<file path="config.mk">
export PLATFORM = sky130hd
export DESIGN_NAME = tlc_age_unit
export DESIGN_NICKNAME = d
export VERILOG_FILES = /design/src/rtl/tlc_pkg.sv /design/src/rtl/tlc_age_unit.sv
export SDC_FILE = /design/constraint.sdc
export NUM_CORES = 1
export LEC_CHECK = 0
export BUFFER_PORTS_ARGS = -buffer_cell sky130_fd_sc_hd__buf_2
export CAP_MARGIN = 20
export CORE_MARGIN = 2
export CORE_UTILIZATION = 25
export DETAILED_ROUTE_END_ITERATION = 6
export RECOVER_POWER = 50
export SYNTH_ARGS = -nofsm -noshare
export SYNTH_HDL_FRONTEND = slang
export SYNTH_SLANG_ARGS = --single-unit
export TNS_END_PERCENT = 1
</file>
<file path="constraint.sdc">
create_clock -name vclk -period 5.5
set_input_delay 0.825 -clock vclk [all_inputs]
set_output_delay 0.825 -clock vclk [all_outputs]
set_load 0.05 [all_outputs]
</file>
<file path="src/rtl/tlc_pkg.sv">
// Shared types and codes for the track label cache.
package tlc_pkg;

  localparam logic [1:0] REQ_CLASSIFIED = 2'd0;
  localparam logic [1:0] REQ_TRACKED    = 2'd1;
  localparam logic [1:0] REQ_END_FRAME  = 2'd2;
  localparam logic [1:0] REQ_NONE       = 2'd3;

  localparam logic [1:0] STATUS_OK        = 2'd0;
  localparam logic [1:0] STATUS_NOT_FOUND = 2'd1;
  localparam logic [1:0] STATUS_FULL      = 2'd2;

  localparam int unsigned LIMIT_W = 14;
  localparam int unsigned EVICT_W = 7;
  localparam logic [EVICT_W-1:0] EVICT_MAX = '1;
  localparam logic signed [15:0] AGE_FRESH = 16'sd1;

  typedef enum logic {
    AGE_INC,
    AGE_DEC
  } tlc_age_dir_t;

  typedef struct packed {
    logic [1:0]         req_type;
    logic [63:0]        track_id;
    logic signed [15:0] class_id_in;
    logic [15:0]        label_index_in;
    logic [15:0]        confidence_in;
  } tlc_req_t;

  typedef struct packed {
    logic [63:0]          track_id_out;
    logic signed [15:0]   class_id_out;
    logic [15:0]          label_index_out;
    logic [15:0]          confidence_out;
    logic [1:0]           status;
    logic [EVICT_W-1:0]   evicted_count;
  } tlc_rsp_t;

  typedef struct packed {
    logic [63:0]        id;
    logic signed [15:0] cls;
    logic [15:0]        label;
    logic [15:0]        conf;
    logic signed [15:0] age;
  } tlc_row_t;

  typedef struct packed {
    logic signed [15:0] age;
    logic               evict;
  } tlc_age_res_t;

endpackage

</file>
<file path="src/rtl/tlc_age_unit.sv">
// Shared age step: saturating raise or decay, plus the eviction compare.
module tlc_age_unit (
  input  logic signed [15:0]               age,
  input  tlc_pkg::tlc_age_dir_t            dir,
  input  logic [tlc_pkg::LIMIT_W-1:0]      lost_limit,
  output tlc_pkg::tlc_age_res_t            res
);

  logic signed [16:0] sum;
  logic signed [16:0] neg_limit;
  logic signed [15:0] age_new;

  always_comb begin
    sum       = 17'sd0;
    age_new   = age;
    neg_limit = -$signed({3'b000, lost_limit});
    unique case (dir)
      tlc_pkg::AGE_INC: begin
        sum = {age[15], age} + 17'sd1;
        if (sum > 17'sd32767) begin
          age_new = 16'sd32767;
        end else if (sum < 17'sd1) begin
          age_new = 16'sd1;
        end else begin
          age_new = sum[15:0];
        end
      end
      tlc_pkg::AGE_DEC: begin
        sum = {age[15], age} - 17'sd1;
        if (sum > -17'sd1) begin
          age_new = -16'sd1;
        end else if (sum < -17'sd32768) begin
          age_new = -16'sd32768;
        end else begin
          age_new = sum[15:0];
        end
      end
      default: begin
        age_new = age;
      end
    endcase
    res.age   = age_new;
    res.evict = ($signed({age_new[15], age_new}) < neg_limit);
  end

endmodule

</file>
==> reports/metrics.csv <==
metric;value;unit
Layout fillers;823;
layout cells sized above 1;0.389;
Cells after Synth;295;
row count;32;
grt ovf;0;
# hold bufs at CTS;0;
Synth area leaders;ha_1, xnor2_1, xor2_1;
Initial Util;0.255;
slew margin rel.;0.614;
GRT Total Usage;0.159;
synth cell count leaders;nor2_1, nand2_1, a21oi_1, ha_1, xnor2_1;
post-route ant nets;0;
Synth Area in Compound Gates;0.257;
core box area;7610;µm²
First-pass DRT Iterations;4;
n_diodes;0;
Synth top area share;0.136;
worst-path maximum fanout;7;
worst vdd ir;0.0462;mV
Buf/Inv on CP;3;
clock buf count;0;
routed len/inst;14.8;µm
maxcap violations;0;
residual DRC count;0;
Storage cell area;0;µm²
die height;92.0;µm
Hold Path Class;primary input to primary output;
Sw Ratio;0.615;
DP Worst Slack;-25.2;ps
Slew @ Worst Pin;574;ps
Net Switching;0.000149;W
crit path capture type;primary output;
xor and xnor area share after synthesis;0.158;
Placer Congestion;0.902;
Area Growth Syn to Fin;49.6;%
Vias;2412;
nets;422;
chip width;92.0;µm
main combinational cell family by area after synthesis;simple AND/OR/NAND/NOR gates;
vias in the first global route;2363;
status;completed;
post-synth cell types;50;
Hold WS;2120;ps
Fmax;186;MHz
die area;8470;µm²
Final min period;5380;ps
Util after Layout;0.381;
final hold viol count;0;
final setup margin;123;ps
crit start category;primary input;
number of DRC markers in iteration 0;147;
RSZ-0062 raised after global routing;true;
slowest CP cell;or4b_4;
post-DP HPWL;5.59;mm
Reg power frac;0;
Tcrit/Tclk final;0.978;
Worst path max stage delay;480;ps
crit-path cells;buf_12 -> inv_8 -> ha_4 -> or4b_4 -> o41ai_4 -> o41ai_2 -> a21oi_1 -> nor4_4 -> a41o_2 -> a21oi_4 -> ha_4 -> a21o_1 -> a21o_1 -> a21o_1 -> a21o_1 -> a221o_1 -> a21oi_1 -> o21ai_1 -> o22ai_4 -> buf_6;
first-pass GRT wire length;11.5;mm
simple-gate share of the synthesized area;0.359;
sequential share of the synthesized area;0;
max-slew violations;0;
Yosys top cell by area;ha_1;
Avg Inst Size Synth;6.57;µm²
arrival time of the worst setup path;4550;ps
Most Frequent Cell on Critical Path;a21o_1;
Clk pwr share;0;
largest net degree at the start of global routing;15;
Combinational Power Share;1.000;
synthesized area;1940;µm²
synth warn;0;
internal power;0.0000935;W
Synth Area in Adders;0.136;
Post-Syn Nets;347;
Final setup viols;0;
port bufs;48;
top-count cell post-synth;nor2_1;
initial antenna violation count;0;
Crit Path Category;primary input to primary output;
total wire length;6.98;mm
post-synthesis mux area share;0.0213;
Via density;5.13;
io pins;48;
critical path's top delay family;compound AO/OA/AOI/OAI gates;
Req. time, crit path;4680;ps
PD cells;83.7;nW/µm²
Leak;1.23;nW
FF+latch count;0;
[power by group through the flow]
stage	Sequential, W	Combinational, W	Clock [W]
2_1_floorplan	0	0.000152	0
3_3_place_gp	0	0.000219	0
3_5_place_dp	0	0.000221	0
4_1_cts	0	0.000223	0
5_1_grt	0	0.000265	0
6_report	0	0.000243	0
[what timing repair did]
| item | 4_1_cts | 5_1_grt |
|---|---|---|
| pin swaps | 0 | 21 |
| gates resized for setup | 1 | 62 |
| buffers inserted | 0 | 4 |
| setup endpoints to repair | 1 | 1 |
[per-layer routing]
metal	GRT usage	wire length, µm	vias to the layer above
li1	-	-	1221
met1	0.227	3250	1101
met2	0.279	3280	84
met3	0.00493	380	6
met4	0.00995	57	0
met5	0	0	-
[per-stage QoR]
stage                     total power, W  std cells  TNS, ps  instance area, µm²
after floorplan                 0.000152        295     -135                2030
after global placement          0.000219        466        0                2610
after detailed placement        0.000221        466    -25.2                2610
after CTS                       0.000223        466        0                2610
after global routing            0.000265        470    -32.4                2900
final                           0.000243        470        0                2900
[logic make-up (layout without fill, tap and decap cells)]
| logic type | count (synthesis) | in the layout |
|---|---|---|
| buf+inv | 29 | 102 |
| simple gates | 134 | 134 |
| xor+xnor | 35 | 35 |
| mux | 4 | 4 |
| compound gates | 72 | 72 |
| fa+ha+maj | 21 | 21 |
[cells in the final DEF (no fill, tap or decap), types with 10 or more instances in the layout]
cell      n
ha_1     17
xor2_1   16
a21o_1   10
nor2_1   29
buf_2    40
nor3_1   11
nand3_1  10
buf_4    42
nand2_1  28
a21oi_1  20
xnor2_1  16
[path summary, 6_finish.rpt]
kind / startpoint / end / slack [ps] / depth (start not counted)
hold / removal: dir / res[16] / 2120 / 2
setup / recovery: age[0] / res[0] / 120 / 20
[final cells by class]
type,count,area (µm²),area share
well taps,102,128,0.0440
inverters,9,53.8,0.0186
multi-input cells,266,2080,0.717
repair buffers,93,638,0.220
Power figures use the tool's default switching activity.
